`src/sv/ise_ram.sv`:
```
// generic single write port ram with registered read
module ise_ram #(
   parameter int WIDTH = 8,
   parameter int DEPTH = 16
) (
   input  logic                     clock,
   input  logic                     we,
   input  logic [$clog2(DEPTH)-1:0] waddr,
   input  logic [WIDTH-1:0]         wdata,
   input  logic [$clog2(DEPTH)-1:0] raddr,
   output logic [WIDTH-1:0]         rdata
);

   logic [WIDTH-1:0] mem_ff [DEPTH];
   logic [WIDTH-1:0] rdata_ff;

   always_ff @(posedge clock) begin
      if (we) begin
         mem_ff[waddr] <= wdata;
      end
      rdata_ff <= mem_ff[raddr];
   end

   assign rdata = rdata_ff;

endmodule

```
`config.mk`:
```
export PLATFORM = sky130hd
export DESIGN_NAME = ise_ram
export DESIGN_NICKNAME = d
export VERILOG_FILES = /design/src/sv/ise_ram.sv
export SDC_FILE = /design/constraint.sdc
export NUM_CORES = 1
export LEC_CHECK = 0
export BUFFER_PORTS_ARGS = -buffer_cell sky130_fd_sc_hd__buf_2
export CORE_MARGIN = 3
export CORE_UTILIZATION = 40
export DETAILED_ROUTE_END_ITERATION = 10
export PLACE_DENSITY_LB_ADDON = 0.05
export REMOVE_ABC_BUFFERS = 1
export SYNTH_ARGS = -nofsm -noshare
export SYNTH_HDL_FRONTEND = slang
export SYNTH_SLANG_ARGS = --single-unit
```
`constraint.sdc`:
```
create_clock -name clock -period 1.6 [get_ports clock]
set_input_delay 0.16 -clock clock [delete_from_list [all_inputs] [get_ports clock]]
set_output_delay 0.16 -clock clock [all_outputs]
set_load 0.005 [all_outputs]
```
# Word-level counts from Yosys, hierarchy flattened
# Memory sizes are Yosys's and may differ from the RTL's. A register that Yosys moved wholly into a read port is not among the register bits.
# Index checks and enable logic that the tools add are counted.
# classes
n_mux	2
# ops
operator	count
1-bit two-way mux	2
# totals
reg_bits	0
mem_bits_rw	128
input_bits	18
out_inout_bits	8
wordCells	3
n_memories	1
# memory_table
memory	depth	width	read_ports	rd_clocked_by_memory_dff	wr	line	source
mem_ff	16	8	1	1	1	14	logic [WIDTH-1:0] mem_ff [DEPTH];

# Depth between registers and ports, before layout
# logic_depth
depth_word	2
depth_mapped	5

# Worst setup path after synthesis
# No wires, ideal clock.
# synth_path
kind	input -> register
start	in waddr[2]
end	mem mem_ff[0][0], enable pin
setup_time_ps	383
arrival_ps	1270
required_time_ps	1217
path_slack_ps	-53
path_stages	2
path_cell_list	or3b_2 -> nor3_1
# synth_lines
item	line	source
start: declaration	8	input logic [$clog2(DEPTH)-1:0] waddr,
end: declaration	14	
# No word-level cell before the write port.

==> results.md <==
Timing:
- Based on the critical path, the design can be clocked at up to 0.702 GHz.
- Headroom to the max-slew limit came out at 43.2%.
- The worst hold slack after final layout is 0.127 ns.
- Setup repair after global routing left no endpoint under its margin.
- On the final layout, the worst clock skew is 0.00650 ns.
- Dividing the final minimum period by the clock period gives roughly nine tenths.
- Setup violations remaining at the end of the flow were counted as 0.
- The count of final hold-check violations is 0.
- The count of pins over their slew limit is 0.
- The worst-margin pin slew is 0.849 ns.
- For the final routed database, the setup TNS stands at 0 ns.
- The shortest clock period the worst path allows after layout is 1.42 ns.
- The slack of the critical path is 0.176 ns.

Final layout:
- The number of nets in the layout is 308.
- Summing all multi-input logic gate instances after layout gives roughly 1100 um2.
- The synthesis-to-layout area growth is 20.7%.
- The number of inserted diodes is 0.
- The fraction of final layout cells with drive strength greater than 1 is 32.5%.
- The fill cell instance count of the final layout is around 1000.
- In the layout the commonest cells are edfxtp_1, buf_2, buf_4.
- The finished cells cover 6210 um2.
- The area taken by flip-flops and latches is 4000 um2.
- The most common library cell in the layout ignoring fill and taps is edfxtp_1.

Run status:
- The run finished with clean final reports.

CTS:
- Once the clock tree was built, the setup fixing pass inserted 0 buffers.
- The number of sinks driven by the clock tree is 136.
- Gates resized during post-CTS repair numbered 0.
- The clock-pin slew on the worst setup and hold paths is 0.05 ns.
- The H-tree was split into 4 levels.
- Clock tree synthesis inserted a total of 17 buffers.
- The clock reaches the later pin of the worst-skew pair after 0.41 ns.
- TritonCTS built the clock tree.
- Clock tree synthesis selected as its root buffer the cell clkbuf_16.
- The number of buffers inserted for hold repair after clock tree synthesis is 0.
- Counting along the longest clock path gives a buffer depth of 2.

Global routing:
- The number of global-route vias before repair is 2580.
- The first global-routing pass estimated 15900 um of wire.
- The fraction of met3 tracks used by global routing is 4.23%.
- The number of antenna violations at the first check in global routing is 0.
- The aggregate global-route resource usage is 15.9%.
- After global routing, the most crowded layer is met2.
- Entering global routing, the biggest net connects 25 pins.
- The global-route met2 utilization is 23.4%.
- The leftover overflow at the end of global routing is 0.
- The met1 layer usage reported by global route is 22.2%.

Setup path:
- STA classifies the critical path endpoint as a flop.
- The arrival time at the worst endpoint is around 1.7 ns.
- The critical path starts at mem_ff[6][1]$_DFFE_PP_.
- The largest fanout on the critical path is 1.
- The worst setup path is of the flop to flop kind.
- The cell at the slowest stage of the critical path is mux4_1.
- The worst register-to-register path begins at mem_ff[6][1]$_DFFE_PP_.
- The critical path goes through mux4_1 -> a22oi_1 -> nand2_1.
- The worst setup path is launched from a flop.
- The worst endpoint required time is 1.89 ns.
- The largest incremental delay on the critical path is 0.56 ns.

Pwr:
- The maximum resistive drop on vdd is ~0.00066 V.
- The total power is between 0.008 and 0.009 W.
- Power spread over the standard cell area amounts to around 1300 nW/um2.
- Summed over all cells, the static leakage comes to 2.14 nW.

Floorplanning:
- The initial utilization of the core area, before any placement, comes to 41.8%.
- The height of the die is 119 um.
- From left edge to right edge, the die measures ~120 um.
- The core region area is 12300 um2.
- The count of standard-cell rows is 40.
- The number of top-level design ports is 26.
- The die area is 14300 um2.

Route:
- Once detail routing completed, the nets flagged for antenna violations numbered 0.
- In the routed design, unresolved DRC markers number 0.
- For this block, the via count after detailed routing is 2496.
- After the first detailed-routing iteration, the DRC count stood at 184.
- In the final routed layout, each cell accounts on average for 22.1 um.
- Wires add up to about 10000 um.
- After detailed routing, the number of vias per cell comes to 5.31.
- The number of detailed-route iterations in the first pass is 4.

Place:
- The sum of net half-perimeters after detailed placement is 6980 um.
- The last weighted congestion value of the routability-driven placer is 0.690.
- The placed instances occupy a cell area of 5650 um2.
- The post-placement setup slack is -0.0773 ns.
- The port buffer count is 25.

Synthesis:
- The register area share after synthesis is a little under 80%.
- The post-synthesis instance total is 229.
- After synthesis the cells add up to 5150 um2.
- The mean post-synth cell area is 22.5 um2.
- Counting flops and latches in the post-synthesis netlist gives 136.
- The number of different library cells used by synthesis comes to 19.
- During synthesis, Yosys emitted a total of 0 warnings.

Worst hold path:
- The class of the worst hold path is primary input to flop.
- The worst hold path startpoint is wdata[5].

Job:
- The number of max-cap violations is 0.
[cell usage after synthesis]
cell | instances | share of area (%)
nand3_1 | 1 | 0.097
edfxtp_1 | 128 | 75
mux4_2 | 18 | 7.9
mux4_1 | 14 | 7.1
nor2_1 | 13 | 0.95
nand2b_1 | 2 | 0.24
nand2_1 | 9 | 0.66
and2_1 | 1 | 0.12
clkdlybuf4s25_2 | 3 | 0.58
a22oi_1 | 16 | 2.3
buf_6 | 3 | 0.66
nand3b_1 | 2 | 0.29
buf_4 | 1 | 0.15
nor2b_1 | 1 | 0.12
buf_2 | 3 | 0.29
or3b_2 | 1 | 0.17
dfxtp_1 | 8 | 3.1
and2b_1 | 1 | 0.15
nor3_1 | 4 | 0.39
[layout make-up]
cell class	instances	area share, %
multi-input combinational	83	17.0
clock inverter	13	2.19
sequential	136	64.4
clock buffer	18	6.91
tap	168	3.38
timing repair buffer	52	6.08
[per-layer routing]
metal	wire, um	up-vias
li1	-	1095
met1	4890	1317
met2	4870	65
met3	400	19
met4	227	0
met5	0	-
[cells by family (layout without fill, tap and decap cells)]
| family | count (synthesis) | count (layout) | share of synthesized area [%] |
|---|---|---|---|
| compound gates | 16 | 16 | 2.33 |
| buf+inv | 10 | 83 | 1.68 |
| flops | 136 | 136 | 77.8 |
| mux | 32 | 32 | 15.0 |
| simple gates | 35 | 35 | 3.18 |
[critical path: cells and delay by family (launching register included)]
kind               cells  cell delay, ns
AOI/OAI and AO/OA      1            0.31
and+or+nand+nor        1            0.09
DFF                    1            0.35
muxes                  1            0.56
[where the power goes]
part | total [W] | switching, W | internal (W)
Clock | 0.00372 | 0.00132 | 0.00240
Combinational | 0.000387 | 0.000215 | 0.000172
Sequential | 0.00401 | 0.0000256 | 0.00399
[metrics by stage]
step	std cells	utilization [%]
detailed placement	439	45.9
finish	470	50.5
floorplan	219	-
global route	470	50.5
CTS	470	50.5
global placement	439	45.9
[registers in the layout (all words and copies together), names as in the netlist]
| register | count |
|---|---|
| mem_ff | 128 |
| rdata | 8 |
[worst paths after layout]
check,endpoint,slack [ns],cells after the start
worst min-delay path,mem_ff[11][5]$_DFFE_PP_,0.13,1
worst max register to register,rdata[1]$_DFF_P_,0.18,3
worst max-delay path,rdata[1]$_DFF_P_,0.18,3
worst min register to register,rdata[5]$_DFF_P_,0.67,3
Note: power is estimated with default switching activity, not from simulation.
